`config.mk`:
```
export PLATFORM = sky130hd
export DESIGN_NAME = rc_channel_frame_validator_top_flat
export DESIGN_NICKNAME = d
export VERILOG_FILES = /design/src/rtl/rcfv_pkg.sv /design/src/rtl/rcfv_if.sv /design/src/rtl/rcfv_ram.sv /design/src/rtl/rcfv_ctrl.sv /design/src/rtl/rcfv_dp.sv /design/src/rtl/rc_channel_frame_validator_top.sv /design/src/flat_wrapper.sv
export SDC_FILE = /design/constraint.sdc
export NUM_CORES = 1
export LEC_CHECK = 0
export ABC_CLOCK_PERIOD_IN_PS = 4700
export BUFFER_PORTS_ARGS = -buffer_cell sky130_fd_sc_hd__buf_2
export CORE_UTILIZATION = 56
export CTS_CLUSTER_SIZE = 12
export DETAILED_ROUTE_END_ITERATION = 10
export PLACE_DENSITY = 0.7
export SLEW_MARGIN = 20
export SYNTH_ARGS = -nofsm -noshare
export SYNTH_HDL_FRONTEND = slang
export SYNTH_SLANG_ARGS = --single-unit
```
`constraint.sdc`:
```
create_clock -name clock -period 4.7 [get_ports clock]
set_input_delay 0.705 -clock clock [delete_from_list [all_inputs] [get_ports clock]]
set_output_delay 0.705 -clock clock [all_outputs]
set_load 0.1 [all_outputs]
```
`src/rtl/rcfv_pkg.sv`:
```
// shared types, constants and the crc step function for the channel frame validator
// no dependencies; every other file in rtl but rcfv_ram takes it in
package rcfv_pkg;

   // frame geometry
   localparam int PAYLOAD_BYTES = 24;
   localparam int FRAME_BYTES   = PAYLOAD_BYTES + 4;
   localparam int CRC_SPAN      = PAYLOAD_BYTES + 2;
   localparam int CHANNELS      = PAYLOAD_BYTES / 2;

   // widths
   localparam int BYTE_W   = 8;
   localparam int INDEX_W  = 4;
   localparam int VALUE_W  = 17;
   localparam int CRC_W    = 16;
   localparam int ADDR_W   = $clog2(FRAME_BYTES);
   localparam int CNT_W    = $clog2(FRAME_BYTES + 1);
   localparam int SUM_W    = CNT_W + 1;
   localparam int KIDX_W   = (CNT_W > INDEX_W) ? CNT_W : INDEX_W;

   // crc-16/modbus constants
   localparam logic [CRC_W-1:0]  CRC_INIT      = 16'hFFFF;
   localparam logic [CRC_W-1:0]  CRC_POLY      = 16'hA001;
   localparam logic [BYTE_W-1:0] SYNC_MASK_RST = 8'hA0;

   // controller states
   typedef enum logic [2:0] {
      ST_IDLE,
      ST_SCAN,
      ST_RD_LO,
      ST_RD_HI,
      ST_LOAD
   } state_type;

   // commands from controller to datapath
   typedef struct packed {
      logic wr;         // store the accepted byte in the window
      logic scan_init;  // restart the read counter, crc and header flags
      logic scan;       // window read that feeds the checker
      logic emit_init;  // point the read counter at the first payload byte
      logic rd;         // issue a window read and step the counter
      logic latch_lo;   // keep the low payload byte of a channel
      logic load;       // load the result register
   } dp_cmd_type;

   // status from datapath to controller
   typedef struct packed {
      logic fills;      // window is full once the next byte is stored
      logic scan_done;  // last window byte has been checked
      logic frame_ok;   // all frame checks passed (valid with scan_done)
      logic out_free;   // result register can take a new transaction
      logic last_chan;  // current channel is the last of the frame
   } dp_stat_type;

   // one byte through the reflected crc, bit at a time
   function automatic logic [CRC_W-1:0] crc_byte(input logic [CRC_W-1:0] crc,
                                                input logic [BYTE_W-1:0] data);
      logic [CRC_W-1:0] c;
      c = crc ^ {{(CRC_W-BYTE_W){1'b0}}, data};
      for (int b = 0; b < BYTE_W; b++) begin
         if (c[0]) begin
            c = (c >> 1) ^ CRC_POLY;
         end else begin
            c = c >> 1;
         end
      end
      return c;
   endfunction

   // circular window address, sum stays below twice the window size
   function automatic logic [ADDR_W-1:0] wrap_addr(input logic [SUM_W-1:0] sum);
      logic [SUM_W-1:0] s;
      if (sum >= SUM_W'(FRAME_BYTES)) begin
         s = sum - SUM_W'(FRAME_BYTES);
      end else begin
         s = sum;
      end
      return s[ADDR_W-1:0];
   endfunction

endpackage

```
`src/rtl/rcfv_if.sv`:
```
// valid/ready channel interfaces for received bytes and channel results
// depends on rcfv_pkg
interface rcfv_req_if;
   import rcfv_pkg::*;

   logic              valid;
   logic              ready;
   logic [BYTE_W-1:0] rx_byte;

   modport source (output valid, output rx_byte, input ready);
   modport sink   (input valid, input rx_byte, output ready);
endinterface

interface rcfv_rsp_if;
   import rcfv_pkg::*;

   logic               valid;
   logic               ready;
   logic [INDEX_W-1:0] channel_index;
   logic [VALUE_W-1:0] channel_value;
   logic               last_channel;

   modport source (output valid, output channel_index, output channel_value,
                   output last_channel, input ready);
   modport sink   (input valid, input channel_index, input channel_value,
                   input last_channel, output ready);
endinterface

```
`src/rtl/rcfv_ram.sv`:
```
// generic single write port, single read port ram with registered read data
// no dependencies
module rcfv_ram #(
   parameter int WIDTH = 8,
   parameter int DEPTH = 28
) (
   input  logic                     clock,
   input  logic                     wr_en,
   input  logic [$clog2(DEPTH)-1:0] wr_addr,
   input  logic [WIDTH-1:0]         wr_data,
   input  logic                     rd_en,
   input  logic [$clog2(DEPTH)-1:0] rd_addr,
   output logic [WIDTH-1:0]         rd_data
);

   logic [WIDTH-1:0] mem_ff [DEPTH];
   logic [WIDTH-1:0] rd_data_ff;

   // write port
   always_ff @(posedge clock) begin
      if (wr_en) begin
         mem_ff[wr_addr] <= wr_data;
      end
   end

   // registered read, holds when not enabled
   always_ff @(posedge clock) begin
      if (rd_en) begin
         rd_data_ff <= mem_ff[rd_addr];
      end
   end

   assign rd_data = rd_data_ff;

endmodule

```
`src/rtl/rcfv_ctrl.sv`:
```
// controller state machine: window update, frame check scan, channel output
// depends on rcfv_pkg
module rcfv_ctrl (
   input  logic                 clock,
   input  logic                 reset,
   input  logic                 req_valid,
   output logic                 req_ready,
   input  rcfv_pkg::dp_stat_type stat,
   output rcfv_pkg::dp_cmd_type  cmd
);
   import rcfv_pkg::*;

   state_type state_ff;
   state_type state_in;

   // state register
   always_ff @(posedge clock) begin
      if (reset) begin
         state_ff <= ST_IDLE;
      end else begin
         state_ff <= state_in;
      end
   end

   // next state
   always_comb begin
      state_in = state_ff;
      case (state_ff)
         ST_IDLE: begin
            if (req_valid && stat.fills) begin
               state_in = ST_SCAN;
            end
         end
         ST_SCAN: begin
            if (stat.scan_done) begin
               state_in = stat.frame_ok ? ST_RD_LO : ST_IDLE;
            end
         end
         ST_RD_LO: begin
            state_in = ST_RD_HI;
         end
         ST_RD_HI: begin
            state_in = ST_LOAD;
         end
         ST_LOAD: begin
            if (stat.out_free) begin
               state_in = stat.last_chan ? ST_IDLE : ST_RD_LO;
            end
         end
         default: begin
            state_in = ST_IDLE;
         end
      endcase
   end

   // outputs
   always_comb begin
      cmd       = '0;
      req_ready = 1'b0;
      case (state_ff)
         ST_IDLE: begin
            req_ready     = 1'b1;
            cmd.wr        = req_valid;
            cmd.scan_init = req_valid && stat.fills;
         end
         ST_SCAN: begin
            cmd.rd        = 1'b1;
            cmd.scan      = 1'b1;
            cmd.emit_init = stat.scan_done && stat.frame_ok;
         end
         ST_RD_LO: begin
            cmd.rd = 1'b1;
         end
         ST_RD_HI: begin
            cmd.rd       = 1'b1;
            cmd.latch_lo = 1'b1;
         end
         ST_LOAD: begin
            cmd.load = stat.out_free;
         end
         default: begin
            cmd = '0;
         end
      endcase
   end

endmodule

```
`src/rtl/rcfv_dp.sv`:
```
// datapath: circular byte window, header and crc checks, channel result register
// depends on rcfv_pkg and rcfv_ram
module rcfv_dp (
   input  logic                          clock,
   input  logic                          reset,
   input  rcfv_pkg::dp_cmd_type          cmd,
   output rcfv_pkg::dp_stat_type         stat,
   input  logic [rcfv_pkg::BYTE_W-1:0]   rx_byte,
   input  logic                          csr_wr_en,
   input  logic [rcfv_pkg::BYTE_W-1:0]   csr_wr_data,
   output logic                          rsp_valid,
   input  logic                          rsp_ready,
   output logic [rcfv_pkg::INDEX_W-1:0]  channel_index,
   output logic [rcfv_pkg::VALUE_W-1:0]  channel_value,
   output logic                          last_channel
);
   import rcfv_pkg::*;

   // window bookkeeping
   logic [ADDR_W-1:0] head_ff, head_in;
   logic [CNT_W-1:0]  fill_ff, fill_in;
   logic [CNT_W-1:0]  cnt_ff, cnt_in;

   // check pipeline
   logic              rv_ff;
   logic [CNT_W-1:0]  rv_idx_ff;
   logic [CRC_W-1:0]  crc_ff, crc_in;
   logic              ok_ff, ok_in;
   logic [BYTE_W-1:0] lo_ff, lo_in;
   logic [BYTE_W-1:0] sync_mask_ff;

   // result register
   logic               rsp_valid_ff, rsp_valid_in;
   logic [INDEX_W-1:0] index_ff;
   logic [VALUE_W-1:0] value_ff;
   logic               last_ff;

   // ram ports
   logic              wr_en;
   logic [ADDR_W-1:0] wr_addr;
   logic              rd_en;
   logic [ADDR_W-1:0] rd_addr;
   logic [BYTE_W-1:0] rd_data;

   logic [KIDX_W-1:0] chan_k;

   rcfv_ram #(
      .WIDTH (BYTE_W),
      .DEPTH (FRAME_BYTES)
   ) u_window (
      .clock   (clock),
      .wr_en   (wr_en),
      .wr_addr (wr_addr),
      .wr_data (rx_byte),
      .rd_en   (rd_en),
      .rd_addr (rd_addr),
      .rd_data (rd_data)
   );

   // channel number from the read counter, which sits past the high byte
   assign chan_k = (KIDX_W'(cnt_ff) - KIDX_W'(4)) >> 1;

   // window write and fill tracking
   always_comb begin
      head_in = head_ff;
      fill_in = fill_ff;
      wr_en   = cmd.wr;
      wr_addr = head_ff;
      if (cmd.wr) begin
         if (fill_ff < CNT_W'(FRAME_BYTES)) begin
            wr_addr = wrap_addr(SUM_W'(head_ff) + SUM_W'(fill_ff));
            fill_in = fill_ff + CNT_W'(1);
         end else begin
            head_in = wrap_addr(SUM_W'(head_ff) + SUM_W'(1));
         end
      end
      if (cmd.load && stat.last_chan) begin
         fill_in = '0;
      end
   end

   // window reads, oldest byte first
   always_comb begin
      rd_en   = cmd.rd;
      rd_addr = wrap_addr(SUM_W'(head_ff) + SUM_W'(cnt_ff));
      cnt_in  = cnt_ff;
      if (cmd.scan_init) begin
         cnt_in = '0;
      end else if (cmd.emit_init) begin
         cnt_in = CNT_W'(2);
      end else if (cmd.rd) begin
         cnt_in = cnt_ff + CNT_W'(1);
      end
   end

   // header checks and crc over the returned bytes
   always_comb begin
      crc_in = crc_ff;
      ok_in  = ok_ff;
      lo_in  = lo_ff;
      if (cmd.scan_init) begin
         crc_in = CRC_INIT;
         ok_in  = 1'b1;
      end else if (rv_ff) begin
         if (rv_idx_ff < CNT_W'(CRC_SPAN)) begin
            crc_in = crc_byte(crc_ff, rd_data);
         end
         if (rv_idx_ff == '0) begin
            ok_in = (rd_data & sync_mask_ff) == sync_mask_ff;
         end
         if (rv_idx_ff == CNT_W'(1)) begin
            ok_in = ok_ff && (rd_data == BYTE_W'(PAYLOAD_BYTES));
         end
         if (rv_idx_ff == CNT_W'(CRC_SPAN)) begin
            lo_in = rd_data;
         end
      end
      if (cmd.latch_lo) begin
         lo_in = rd_data;
      end
   end

   // status
   always_comb begin
      stat.fills     = fill_ff >= CNT_W'(FRAME_BYTES - 1);
      stat.scan_done = rv_ff && (rv_idx_ff == CNT_W'(FRAME_BYTES - 1));
      stat.frame_ok  = ok_ff && (crc_ff == {rd_data, lo_ff});
      stat.out_free  = !rsp_valid_ff || rsp_ready;
      stat.last_chan = chan_k == KIDX_W'(CHANNELS - 1);
   end

   // result valid flag
   always_comb begin
      if (cmd.load) begin
         rsp_valid_in = 1'b1;
      end else if (rsp_ready) begin
         rsp_valid_in = 1'b0;
      end else begin
         rsp_valid_in = rsp_valid_ff;
      end
   end

   // control registers
   always_ff @(posedge clock) begin
      if (reset) begin
         head_ff      <= '0;
         fill_ff      <= '0;
         rv_ff        <= 1'b0;
         rsp_valid_ff <= 1'b0;
         sync_mask_ff <= SYNC_MASK_RST;
      end else begin
         head_ff      <= head_in;
         fill_ff      <= fill_in;
         rv_ff        <= cmd.scan;
         rsp_valid_ff <= rsp_valid_in;
         if (csr_wr_en) begin
            sync_mask_ff <= csr_wr_data;
         end
      end
   end

   // payload registers
   always_ff @(posedge clock) begin
      cnt_ff    <= cnt_in;
      rv_idx_ff <= cnt_ff;
      crc_ff    <= crc_in;
      ok_ff     <= ok_in;
      lo_ff     <= lo_in;
      if (cmd.load) begin
         index_ff <= chan_k[INDEX_W-1:0];
         value_ff <= {rd_data, lo_ff, 1'b0};
         last_ff  <= stat.last_chan;
      end
   end

   assign rsp_valid     = rsp_valid_ff;
   assign channel_index = index_ff;
   assign channel_value = value_ff;
   assign last_channel  = last_ff;

endmodule

```
`src/rtl/rc_channel_frame_validator_top.sv`:
```
// top level of the radio channel frame validator
// depends on rcfv_pkg, rcfv_if, rcfv_ctrl, rcfv_dp and rcfv_ram
//
//   channel   dir   handshake            payload
//   req_port  in    valid/ready          rx_byte[7:0]
//   rsp_port  out   valid/ready          channel_index[3:0] channel_value[16:0] last_channel
//   csr       in    csr_wr_en, no wait   csr_wr_data[7:0] = sync_mask
//
// a byte that leaves the window short of a full frame is only written into the window
// each byte that leaves the window full starts a scan: one ram read per window byte through
// a byte-at-a-time crc, plus ram read latency
// a valid frame then emits each channel via rd_lo, rd_hi and load, plus any output stall time
// the result register lets the next byte be accepted while a result waits
// synchronous active-high reset; window contents are not cleared, only the head and fill count
module rc_channel_frame_validator_top (
   input  logic                         clock,
   input  logic                         reset,
   rcfv_req_if.sink                     req_port,
   rcfv_rsp_if.source                   rsp_port,
   input  logic                         csr_wr_en,
   input  logic [rcfv_pkg::BYTE_W-1:0]  csr_wr_data
);
   import rcfv_pkg::*;

   dp_cmd_type  cmd;
   dp_stat_type stat;

   // controller
   rcfv_ctrl u_ctrl (
      .clock     (clock),
      .reset     (reset),
      .req_valid (req_port.valid),
      .req_ready (req_port.ready),
      .stat      (stat),
      .cmd       (cmd)
   );

   // datapath
   rcfv_dp u_dp (
      .clock         (clock),
      .reset         (reset),
      .cmd           (cmd),
      .stat          (stat),
      .rx_byte       (req_port.rx_byte),
      .csr_wr_en     (csr_wr_en),
      .csr_wr_data   (csr_wr_data),
      .rsp_valid     (rsp_port.valid),
      .rsp_ready     (rsp_port.ready),
      .channel_index (rsp_port.channel_index),
      .channel_value (rsp_port.channel_value),
      .last_channel  (rsp_port.last_channel)
   );

endmodule
```
`src/flat_wrapper.sv`:
```
// flat-port wrapper written by rule: the top's interface ports become plain ports
module rc_channel_frame_validator_top_flat import rcfv_pkg::*;
  (clock, reset, csr_wr_en, csr_wr_data, req_port_valid, req_port_rx_byte, req_port_ready, rsp_port_valid, rsp_port_channel_index, rsp_port_channel_value, rsp_port_last_channel, rsp_port_ready);
  rcfv_req_if req_port_i ();
  rcfv_rsp_if rsp_port_i ();
  input  logic clock;
  input  logic reset;
  input  logic csr_wr_en;
  input  logic [rcfv_pkg::BYTE_W-1:0] csr_wr_data;
  input wire logic [$bits(req_port_i.valid)-1:0] req_port_valid;
  input wire logic [$bits(req_port_i.rx_byte)-1:0] req_port_rx_byte;
  output wire logic [$bits(req_port_i.ready)-1:0] req_port_ready;
  output wire logic [$bits(rsp_port_i.valid)-1:0] rsp_port_valid;
  output wire logic [$bits(rsp_port_i.channel_index)-1:0] rsp_port_channel_index;
  output wire logic [$bits(rsp_port_i.channel_value)-1:0] rsp_port_channel_value;
  output wire logic [$bits(rsp_port_i.last_channel)-1:0] rsp_port_last_channel;
  input wire logic [$bits(rsp_port_i.ready)-1:0] rsp_port_ready;
  assign req_port_i.valid = req_port_valid;
  assign req_port_i.rx_byte = req_port_rx_byte;
  assign req_port_ready = req_port_i.ready;
  assign rsp_port_valid = rsp_port_i.valid;
  assign rsp_port_channel_index = rsp_port_i.channel_index;
  assign rsp_port_channel_value = rsp_port_i.channel_value;
  assign rsp_port_last_channel = rsp_port_i.last_channel;
  assign rsp_port_i.ready = rsp_port_ready;
  rc_channel_frame_validator_top u_core (.clock(clock), .reset(reset), .req_port(req_port_i), .rsp_port(rsp_port_i), .csr_wr_en(csr_wr_en), .csr_wr_data(csr_wr_data));
endmodule
```
# After elaboration in Yosys (flattened, before gate mapping)

Memories as Yosys holds them, arrays and structs flattened. A register that Yosys moved wholly into a read port is not among the register bits.
Index checks and enable logic that the tools add are counted.

Logic and storage cells: 139
Bits in writable memories: 224
Memories: 1
Bits in registers: 79

Memories:

| memory                      | words | bits a word | read ports | clocked after memory_dff | write ports | line           | RTL |
|---|---|---|---|---|---|---|---|
| u_core.u_dp.u_window.mem_ff | 28    | 8           | 1          | 1                        | 1           | rcfv_ram.sv:16 | `logic [WIDTH-1:0] mem_ff [DEPTH];` |

Equal/unequal tests: 15
Bitwise gates (word level): 11
Add/subtract/negate cells: 9
$lt $le $gt $ge: 6
Multiplexer cells: 58
Reduce and logical (&&, ||, !) cells: 24

Operator list:

| operator                                                                            | count |
|---|---|
| 16-bit two-way mux                                                                  | 29 |
| 8-bit two-way mux                                                                   | 4 |
| 5-bit two-way mux                                                                   | 5 |
| 2-bit inverter with 3-bit output                                                    | 8 |
| 6-bit by 5-bit greater-or-equal comparator with 1-bit output, second input constant | 3 |
| 16-bit == test                                                                      | 1 |
| 16-bit by 8-bit bitwise XOR with 16-bit output                                      | 1 |
| 3-bit case mux with 5 select lines                                                  | 1 |
| 5-bit subtractor, second input constant                                             | 3 |
| 5-bit by 5-bit adder with 6-bit output                                              | 2 |
| 2-bit two-way mux                                                                   | 6 |
| 5-bit by 1-bit adder with 5-bit output, second input constant                       | 2 |
| 5-bit == test, second input constant                                                | 2 |
| 5-bit less-than comparator, second input constant                                   | 2 |
| 1-bit two-way mux                                                                   | 10 |
| 2-bit nonzero test                                                                  | 5 |
| 3-bit two-way mux                                                                   | 3 |
| 8-bit AND                                                                           | 1 |
| 8-bit by 5-bit == test with 1-bit output, second input constant                     | 1 |
| 8-bit == test                                                                       | 1 |
| 2-bit != test, second input constant                                                | 4 |
| 2-bit AND reduction                                                                 | 4 |
| 5-bit by 1-bit adder with 6-bit output, second input constant                       | 1 |
| 3-bit by 2-bit == test with 1-bit output, second input constant                     | 2 |
| 15 further kinds                                                                    | 22 |

# Logic depth before layout (Yosys ltp)

Gate-level depths: netlist of run 1.

Depth in word-level cells: 38
Depth in mapped cells: 15

# By module

A second synthesis of run 1 with hierarchy kept.

Cell total of the unflattened synthesis: 841
Area, all modules: 13,073.8 sq um

By module, submodules not included:

| module    | area each (sq um) | cells an instance | times used |
|---|---|---|---|
| rcfv_ram  | 9,088.7           | 470               | 1 |
| rcfv_dp   | 3,758.6           | 345               | 1 |
| rcfv_ctrl | 226.5             | 26                | 1 |

# Least setup slack after synthesis of run 1

Ideal clock, no wire load.

Path kind: reg2reg
Start point: register u_core.u_dp.head_ff[0]
End point: memory u_core.u_dp.u_window.mem_ff[12][0], enable pin
Arrival time: 3,375 ps
Clock period less this slack: 3,770 ps
Stages on the path, launching flop included: 12
Slack: 930 ps
Buffers on the path: 0
Path through: dfxtp_1 > ha_1 > inv_1 > fa_1 > xor2_1 > inv_1 > ha_1 > o21ai_1 > a32oi_1 > mux2_2 > and2_1 > nor4_1

Cells in the longest elaborated chain, start to end: 5
Elaborated cells on any way between the ends: 6
Those cells by class: 2 x add/sub; 1 x order compare; 3 x mux

Ends and longest elaborated chain:

| what                                                                                                    | line                           | RTL |
|---|---|---|
| start: declaration                                                                                      | rcfv_dp.sv:20                  | `logic [ADDR_W-1:0] head_ff, head_in;` |
| start signal: assignment                                                                                | rcfv_dp.sv:152                 | `head_ff <= head_in;` |
| 5-bit by 5-bit adder with 6-bit output                                                                  | rcfv_dp.sv:71                  | `wr_addr = wrap_addr(SUM_W'(head_ff) + SUM_W'(fill_ff));` |
| 5-bit subtractor / 6-bit by 5-bit greater-or-equal comparator with 1-bit output (equally long branches) | rcfv_pkg.sv:74, rcfv_pkg.sv:73 |  |
| 5-bit two-way mux                                                                                       | rcfv_pkg.sv:73                 | `if (sum >= SUM_W'(FRAME_BYTES)) begin` |
| 5-bit two-way mux                                                                                       | rcfv_dp.sv:70                  | `if (fill_ff < CNT_W'(FRAME_BYTES)) begin` |
| 5-bit two-way mux *                                                                                     | rcfv_dp.sv:69                  | `if (cmd.wr) begin` |
| end: declaration                                                                                        | rcfv_ram.sv:16                 |  |

Every way passes the cells marked *; elsewhere a longest branch is shown, timed or not.

# Worst setup path after layout of run 1

Start point: register u_core.u_dp.head_ff[0]
End point: memory u_core.u_dp.u_window.mem_ff[5][6], enable pin

The elaborated chain is that of the path after synthesis.

==> results.toml, run 1 <==
[final_layout]
antenna_cells = 0
syn_to_final_growth_pct = 12.1
drive_above_1_share_pct = 20.1
nets = 992
fin_util_pct = 64.1
stdcell_area_sq_mm = 0.0151

[synth]
yosys_warnings = 0
yosys.area_share.xor_xnor_pct = 3.52
synthMuxAreaShare_pct = 10.9
yosys.area_share.simple_pct = 8.12
syn_nets = 926
synth_compound_area_share_pct = 7.50
avgSynthCellArea_sq_um = 15.2
synth_top_family_by_area = "multiplexers"
async_flop_share_pct = 0
synth_cell_type_count = 70
synth_seq_cells = 311
synth_fa_ha_area_share_pct = 1.98
synth_seq_area_share_pct = 65.8
synth-main-ff-cell = "edfxtp_1"
synthCells = 885
synth_area_sq_mm = 0.0134
synth-edff-count = 261

[drt]
drt_pass1_iterations = 5
drc = 0
viasPerCell = 5.97
vias = 7674
routed_wl_mm = 27.9
drt_iter0_drc = 607
post_drt_wl_per_cell_microns = 21.7
ant_nets = 0

[cts]
hold_buffers = 0
clk_latency_ps = 570
postCtsSetupRepairBufs = 0
root_buffer = "clkbuf_16"
cts.sinks = 311
clk_pin_slew_worst_paths_ps = 60
cts_made_buffers = 31
cts_tree = "yes"
h-tree-depth = 1
cts_resized = 0
clockBufferDepth = 3

[pwr]
finalPower_mw = 5.99
power_per_cell_area_mw_per_mm2 = 398
leakage_nw = 5.21
intPower_mw = 4.64
switching_share_pct = 22.5
peakVddDrop_mv = 0.315
comb_power_share_pct = 10.8
clkPwrFrac_pct = 38.0
p_sw_mw = 1.34
p_seq_share_pct = 51.2

[sta]
final_min_period_over_clock_period_pct = 86.3
setup-tns-final_ps = 0
hold_viol = 0
worst_pin_slew_ps = 1030
relSlewSlack_pct = 31.6
rsz0062_at_grt = "no"
period_needed_ps = 4060
skew_ps = 16.0
slew_violations = 0
setup_viol = 0
fmax_ghz = 0.247
fin_ws_ps = 644

[placement]
dp_slack_ps = 687
place_congestion = 0.857
port_buffers = 43
dpl_cell_area_sq_mm = 0.0141
dp.final_hpwl_mm = 18.4

[worst_hold_path]
hp-start = "csr_wr_data[7]"
min_path_type = "input port to flop"

[worst_setup_path]
crit-reg2reg-launch = "u_core.u_dp.head_ff[0]$_SDFFE_PP0P_"
slowest_stage = "dfxtp_1"
cp_cell_sequence = "ha_1 -> inv_1 -> fa_1 -> xor2_1 -> inv_1 -> ha_1 -> nand3_1 -> o21ai_0 -> o31ai_1 -> o21ai_1 -> buf_4 -> or3b_1 -> nor3b_1 -> buf_4"
cp_max_fo = 11
criticalPathCategory = "flop to flop"
cp.required_ps = 4970
r2r_slack_ps = 640
end_kind = "flop"
cp_top_family = "adder cells"
startpoint_type = "flop"
cp-startpoint = "u_core.u_dp.head_ff[0]$_SDFFE_PP0P_"
crit_buf_inv = 4
cpPeakStageDelay_ps = 550
critical_path_arrival_ps = 4330

[floorplanning]
io_pins = 45
coreArea_sq_mm = 0.0235
start_util_pct = 57.2
row_count = 56
dieArea_sq_mm = 0.0246
die_w_microns = 157
die_h_microns = 157

[global_route]
grt_antenna_before_repair = 1
grt_max_degree = 48
grt_first_pass_wirelength_mm = 43.1
first_global_vias = 7444
grt_use_total_pct = 23.5
globalRouteOverflowTotal = 0

[job]
maxCapViolCount = 0

[status]
status = "complete, no violations"
[placed cells by master (no fill, tap or decap), types with 7 or more instances in the layout]
cell,instances
mux4_2,56
clkbuf_1,8
buf_2,43
nand2_1,53
mux2i_1,18
o21ai_1,8
clkbuf_16,31
ha_1,17
inv_1,26
nor3_1,15
a21boi_0,26
xor2_1,22
o21bai_1,8
o21ai_0,11
xnor2_1,32
buf_4,34
o211ai_1,30
nand3_1,10
a21oi_1,14
dfxtp_1,50
nor2_1,51
edfxtp_1,261
o31ai_1,10
nand4_1,8
nor4_1,7
and3_1,28
[worst register-to-register path: cells and delay by family (launching register included)]
kind                     cells  cell delay [ps]
adder cells (fa/ha/maj)      3              930
AND/OR/NAND/NOR              3              910
AO/OA/AOI/OAI                3              570
buffers and inverters        4              560
flip-flops                   1              550
XOR/XNOR                     1              260
[cell usage after synthesis (5+ instances only)]
library cell	count	area, sq um
nand3_1	10	50.1
o21ai_0	11	55.1
xor2_1	22	193
nor4_1	8	50.1
mux2i_1	18	180
a21boi_0	26	195
buf_2	6	30.0
o211ai_1	30	225
nor2_1	53	199
o31ai_1	10	75.1
and3_1	28	175
mux4_2	56	1260
a21oi_1	14	70.1
ha_1	18	225
buf_1	5	18.8
o21bai_1	8	60.1
nor3_1	15	75.1
inv_1	26	97.6
edfxtp_1	261	7840
o21ai_1	8	40.0
nand2_1	53	199
nand4_1	8	50.1
xnor2_1	32	280
clkbuf_1	30	113
dfxtp_1	50	1000
[per-layer routing]
layer | share of wire (%) | wire (microns) | GRT usage (%)
met4 | 3.0 | 828 | 7.14
met1 | 42 | 11800 | 32.4
met5 | 0.047 | 13 | 0
met2 | 48 | 13400 | 38.1
met3 | 6.5 | 1830 | 4.29
[final timing paths]
kind / to / cells after the start
hold reg to reg: u_core.u_dp.rv_idx_ff[3]$_DFF_P_ / 0
setup reg to reg: u_core.u_dp.u_window.mem_ff[5][6]$_DFFE_PP_ / 14
setup / recovery: u_core.u_dp.u_window.mem_ff[5][6]$_DFFE_PP_ / 14
hold / removal: u_core.u_dp.sync_mask_ff[7]$_SDFFE_PP1P_ / 3
[flip-flops by register name, indices dropped and copies added (netlist names)]
name                          cells
u_core.u_ctrl.state_ff            3
u_core.u_dp.fill_ff               5
u_core.u_dp.channel_value        16
u_core.u_dp.channel_index         4
u_core.u_dp.u_window.mem_ff     224
u_core.u_dp.u_window.rd_data      8
u_core.u_dp.rv_ff                 1
u_core.u_dp.cnt_ff                5
u_core.u_dp.crc_ff               16
u_core.u_dp.rv_idx_ff             5
u_core.u_dp.ok_ff                 1
u_core.u_dp.sync_mask_ff          8
u_core.u_dp.rsp_valid             1
u_core.u_dp.lo_ff                 8
u_core.u_dp.head_ff               5
u_core.u_dp.last_channel          1
[final cells by class]
| class | instances | area [sq um] |
|---|---|---|
| Clock inverter | 5 | 63.8 |
| Inverter | 26 | 97.6 |
| Fill cell | 1683 | 8420 |
| Tap cell | 319 | 399 |
| Clock buffer | 44 | 856 |
| Timing Repair Buffer | 77 | 470 |
| Sequential cell | 311 | 8840 |
| Multi-Input combinational cell | 504 | 4330 |
[power groups by stage]
stage,logic [mW],registers [mW],clock network [mW]
6_report,0.646,3.07,2.27
5_1_grt,0.703,3.07,2.41
4_1_cts,0.657,3.07,2.31
3_5_place_dp,0.654,3.13,0
3_3_place_gp,0.652,3.13,0
2_1_floorplan,0.461,3.12,0
[stage by stage]
step,std cells,hold WS (ps)
6_report,1286,360
5_1_grt,1286,383
4_1_cts,1286,343
3_5_place_dp,1237,410
3_3_place_gp,1237,410
2_1_floorplan,885,371
[logic make-up after synthesis]
| logic type | Yosys count |
|---|---|
| xor+xnor | 54 |
| fa+ha+maj | 20 |
| simple gates | 211 |
| flops | 311 |
| compound gates | 142 |
| other cells | 1 |
| mux | 76 |
| buf+inv | 70 |
Power figures use the tool's default switching activity.
==> run 2, diff against run 1 <==
--- a/config.mk
+++ b/config.mk
@@ -5,8 +5,10 @@
 export SDC_FILE = /design/constraint.sdc
 export NUM_CORES = 1
 export LEC_CHECK = 0
-export ABC_CLOCK_PERIOD_IN_PS = 4700
+export ABC_CLOCK_PERIOD_IN_PS = 4500
 export BUFFER_PORTS_ARGS = -buffer_cell sky130_fd_sc_hd__buf_2
+export CAP_MARGIN = 30
+export CORE_MARGIN = 2
 export CORE_UTILIZATION = 56
 export CTS_CLUSTER_SIZE = 12
 export DETAILED_ROUTE_END_ITERATION = 10
==> constraint.sdc (replaced) <==
create_clock -name clock -period 4.5 [get_ports clock]
set_input_delay 0.675 -clock clock [delete_from_list [all_inputs] [get_ports clock]]
set_output_delay 0.675 -clock clock [all_outputs]
set_load 0.1 [all_outputs]
==> run 2 against run 1 <==
  * Sequential share of layout area fell by 0.23 points
  * Sequential power rose by 5%
  * Die area up 2.6%
  * Non-clock buffer count increased by 9
  * Global-route usage decreased by 1.1 points
  * Worst hold slack worse by 22 ps
  * Maximum frequency rose by 1.6%
  * Count of clock-buffer cells in the layout up 1
  * Clock power is essentially flat
  * Total power increased by 3.2%
  * Sequential cell count unchanged
  * Largest cell class unchanged
  * Largest power group unchanged
==> results.toml, run 2 (synthesis gave the netlist of run 1 again) <==
[status]
status = "complete, no violations"

[global_route]
grt_max_degree = 37
grt_antenna_before_repair = 0
grt_first_pass_wirelength_mm = 43.5
first_global_vias = 7430
globalRouteOverflowTotal = 0
grt_use_total_pct = 22.4

[sta]
fmax_ghz = 0.250
rsz0062_at_grt = "no"
worst_pin_slew_ps = 878
hold_viol = 0
slew_violations = 0
skew_ps = 21.3
period_needed_ps = 3990
setup-tns-final_ps = 0
final_min_period_over_clock_period_pct = 88.7
setup_viol = 0
relSlewSlack_pct = 41.1
fin_ws_ps = 507

[worst_setup_path]
startpoint_type = "flop"
crit_buf_inv = 3
cp.required_ps = 4770
cp_cell_sequence = "ha_1 -> inv_1 -> fa_1 -> xor2_1 -> inv_1 -> ha_1 -> nand3_1 -> o21ai_0 -> o31ai_1 -> o21ai_1 -> or3b_1 -> nor3b_1 -> buf_4"
r2r_slack_ps = 510
cp_max_fo = 11
cpPeakStageDelay_ps = 580
critical_path_arrival_ps = 4260
cp_top_family = "adder cells"
criticalPathCategory = "flop to flop"
slowest_stage = "or3b_1"
end_kind = "flop"

[final_layout]
mostFrequentLayoutCells = "edfxtp_1, mux4_2, nand2_1"
syn_to_final_growth_pct = 12.6
finalNonFillerCells = 1297
nets = 1001
final_common_cell = "edfxtp_1"
regMostFlops = "u_core.u_dp.u_window.mem_ff"
drive_above_1_share_pct = 20.3
fin_util_pct = 64.4
antenna_cells = 0
largest_reg_flops = 224

[pwr]
leakage_nw = 5.25
power_per_cell_area_mw_per_mm2 = 409
peakVddDrop_mv = 0.366

[placement]
place_congestion = 0.873
dp_cells = 1245
port_buffers = 43
dp_slack_ps = 564
dp.final_hpwl_mm = 18.5

[floorplanning]
die_w_microns = 159
coreArea_sq_mm = 0.0235
row_count = 56
dieArea_sq_mm = 0.0252
start_util_pct = 57.2
die_h_microns = 159
io_pins = 45

[cts]
postCtsSetupRepairBufs = 0
root_buffer = "clkbuf_16"
cts_resized = 0
h-tree-depth = 1
hold_buffers = 0
clk_latency_ps = 580
cts_made_buffers = 31
clk_pin_slew_worst_paths_ps = 60
clockBufferDepth = 3
cts_tree = "yes"
cts.sinks = 311

[drt]
wl_met2_mm = 13.5
drc = 0
viasPerCell = 5.87
routed_wl_mm = 27.9
post_drt_wl_per_cell_microns = 21.5
maxUsedRoutingLayer = "met4"
vias = 7618
route.met3.wl_mm = 1.59
wirelength_met1_mm = 12.1
drt_iter0_drc = 576
drt_pass1_iterations = 5
ant_nets = 0

[worst_hold_path]
min_path_type = "input port to flop"

[job]
maxCapViolCount = 0
-- run 2: cell type report --
cell class                 instances  area, sq um
timing repair buffer              86          562
clock buffer                      45          848
fill                            1679         8360
inverter                          26         97.6
tap                              319          399
clock inverter                     6         42.5
multi-input combinational        504         4330
sequential                       311         8840
-- run 2: worst reg2reg max path, stage by stage, from the launching register on --
cell and delay, ps:
dfxtp_1 550, ha_1 260, inv_1 60, fa_1 390, xor2_1 260, inv_1 100
ha_1 280, nand3_1 100, o21ai_0 80, o31ai_1 280, o21ai_1 280, or3b_1 580
nor3b_1 260, buf_4 200
-- run 2: metrics by stage --
step	cell area (sq um)	hold slack [ps]	power [mW]
2_1_floorplan	13400	371	3.74
3_3_place_gp	14200	405	3.95
3_5_place_dp	14200	409	3.95
4_1_cts	15100	321	6.23
5_1_grt	15100	344	6.38
6_report	15100	338	6.18
-- run 2: per-layer routing --
| layer | up-vias | GRT usage, % |
|---|---|---|
| met4 | 0 | 5.88 |
| li1 | 3575 | - |
| met3 | 41 | 3.29 |
| met2 | 234 | 36.5 |
| met5 | - | 0 |
| met1 | 3768 | 31.9 |
-- run 2: final timing paths --
kind | from | end | depth (start not counted)
worst max-delay path | u_core.u_dp.head_ff[0]$_SDFFE_PP0P_ | u_core.u_dp.u_window.mem_ff[5][1]$_DFFE_PP_ | 13
worst min-delay path | csr_wr_data[5] | u_core.u_dp.sync_mask_ff[5]$_SDFFE_PP1P_ | 3
worst max register to register | u_core.u_dp.head_ff[0]$_SDFFE_PP0P_ | u_core.u_dp.u_window.mem_ff[5][1]$_DFFE_PP_ | 13
worst min register to register | u_core.u_dp.cnt_ff[3]$_SDFFE_PP0P_ | u_core.u_dp.rv_idx_ff[3]$_DFF_P_ | 0
-- run 2: report_power, final --
part | total [mW] | internal, mW | switching [mW]
Clock | 2.29 | 1.29 | 0.999
Sequential | 3.21 | 3.17 | 0.0350
Combinational | 0.681 | 0.323 | 0.359
Total | 6.18 | 4.79 | 1.39
==> run 3, diff against run 2 <==
--- a/config.mk
+++ b/config.mk
@@ -5,7 +5,7 @@
 export SDC_FILE = /design/constraint.sdc
 export NUM_CORES = 1
 export LEC_CHECK = 0
-export ABC_CLOCK_PERIOD_IN_PS = 4500
+export ABC_CLOCK_PERIOD_IN_PS = 5200
 export BUFFER_PORTS_ARGS = -buffer_cell sky130_fd_sc_hd__buf_2
 export CAP_MARGIN = 30
 export CORE_MARGIN = 2
==> constraint.sdc (replaced) <==
create_clock -name clock -period 5.2 [get_ports clock]
set_input_delay 0.78 -clock clock [delete_from_list [all_inputs] [get_ports clock]]
set_output_delay 0.78 -clock clock [all_outputs]
set_load 0.1 [all_outputs]
==> run 3 against run 2 <==
  * Non-clock buffer count shrank 19
  * Largest power group unchanged
  * Sequential share of layout area increased by 0.17 points
  * Die area is the same
  * Design area decreased by 0.30%
==> results.toml, run 3 (synthesis gave the netlist of run 1 again) <==
[final_layout]
finalNonFillerCells = 1282
largest_reg_flops = 224
regMostFlops = "u_core.u_dp.u_window.mem_ff"
antenna_cells = 0
syn_to_final_growth_pct = 12.2
nets = 985
final_common_cell = "edfxtp_1"
mostFrequentLayoutCells = "edfxtp_1, mux4_2, nand2_1"
drive_above_1_share_pct = 19.0

[sta]
final_min_period_over_clock_period_pct = 81.9
setup_viol = 0
period_needed_ps = 4260
setup-tns-final_ps = 0
worst_pin_slew_ps = 912
rsz0062_at_grt = "no"
relSlewSlack_pct = 39.1
fmax_ghz = 0.235
skew_ps = 12.2
slew_violations = 0
holdWs_ps = 431
hold_viol = 0

[global_route]
grt_max_degree = 49
globalRouteOverflowTotal = 0
grt_first_pass_wirelength_mm = 42.8
grt_antenna_before_repair = 0
first_global_vias = 7566
grt_use_total_pct = 22.0

[cts]
clockBufferDepth = 3
clk_pin_slew_worst_paths_ps = 60
postCtsSetupRepairBufs = 0
root_buffer = "clkbuf_16"
cts_made_buffers = 34
cts_tree = "yes"
clk_latency_ps = 510
cts.sinks = 311
h-tree-depth = 2
hold_buffers = 0
cts_resized = 0

[floorplanning]
io_pins = 45
dieArea_sq_mm = 0.0252
die_w_microns = 159
start_util_pct = 57.2
coreArea_sq_mm = 0.0235
die_h_microns = 159
row_count = 56

[placement]
place_congestion = 0.869
port_buffers = 43
dp_cells = 1227
dp.final_hpwl_mm = 18.3

[drt]
viasPerCell = 5.94
drt_pass1_iterations = 5
vias = 7619
drt_iter0_drc = 557
ant_nets = 0
routed_wl_mm = 27.2
post_drt_wl_per_cell_microns = 21.2
drc = 0

[status]
status = "complete, no violations"

[job]
maxCapViolCount = 0

[worst_hold_path]
min_path_type = "flop to flop"

[pwr]
power_per_cell_area_mw_per_mm2 = 367
leakage_nw = 5.20
peakVddDrop_mv = 0.286

[worst_setup_path]
critical_path_arrival_ps = 4400
criticalPathCategory = "flop to flop"
cp.required_ps = 5340
cp_max_fo = 11
end_kind = "flop"
startpoint_type = "flop"
## run 3: metrics by stage
step / cell area, sq um / total power [mW] / worst slack (ps) / util [%]
3_5_place_dp: 14100 / 3.40 / 978 / 59.9
6_report: 15100 / 5.53 / 942 / 64.2
4_1_cts: 15100 / 5.58 / 953 / 64.2
3_3_place_gp: 14000 / 3.40 / 1130 / 59.8
2_1_floorplan: 13400 / 3.23 / 1430 / -
5_1_grt: 15100 / 5.72 / 544 / 64.2
## run 3: worst max-delay path, cell delays in order (launching register included)
cell     delay [ps]
dfxtp_1         550
ha_1            240
inv_1            50
fa_1            390
xor2_1          260
inv_1            90
ha_1            290
o21ai_0         180
o31ai_1         100
o21ai_1         610
nand3_1         450
nor2_1          680
## run 3: per-layer routing
metal / vias up / track usage [%] / part of all wire [%]
li1: 3538 / - / -
met1: 3780 / 30.6 / 44
met2: 251 / 35.9 / 48
met3: 50 / 3.42 / 5.8
met4: 0 / 7.09 / 2.5
met5: - / 0 / 0
## run 3: layout make-up
class                           count  area [sq um]
Clock buffer                       46           948
Clock inverter                      9          60.1
Tap cell                          319           399
Inverter                           26          97.6
Timing Repair Buffer               67           399
Fill cell                        1695          8400
Multi-Input combinational cell    504          4330
Sequential cell                   311          8840
## run 3: path summary, 6_finish.rpt
path	start	to	slack, ps	cells after the start
max	u_core.u_dp.head_ff[0]$_SDFFE_PP0P_	u_core.u_dp.u_window.mem_ff[18][5]$_DFFE_PP_	940	11
min	u_core.u_dp.cnt_ff[3]$_SDFFE_PP0P_	u_core.u_dp.rv_idx_ff[3]$_DFF_P_	430	0
max reg2reg	u_core.u_dp.head_ff[0]$_SDFFE_PP0P_	u_core.u_dp.u_window.mem_ff[18][5]$_DFFE_PP_	940	11
min reg2reg	u_core.u_dp.cnt_ff[3]$_SDFFE_PP0P_	u_core.u_dp.rv_idx_ff[3]$_DFF_P_	430	0
## run 3: power breakdown
group / internal [mW] / switching, mW
Sequential: 2.74 / 0.0320
Combinational: 0.268 / 0.304
Clock: 1.28 / 0.902
Total: 4.29 / 1.24
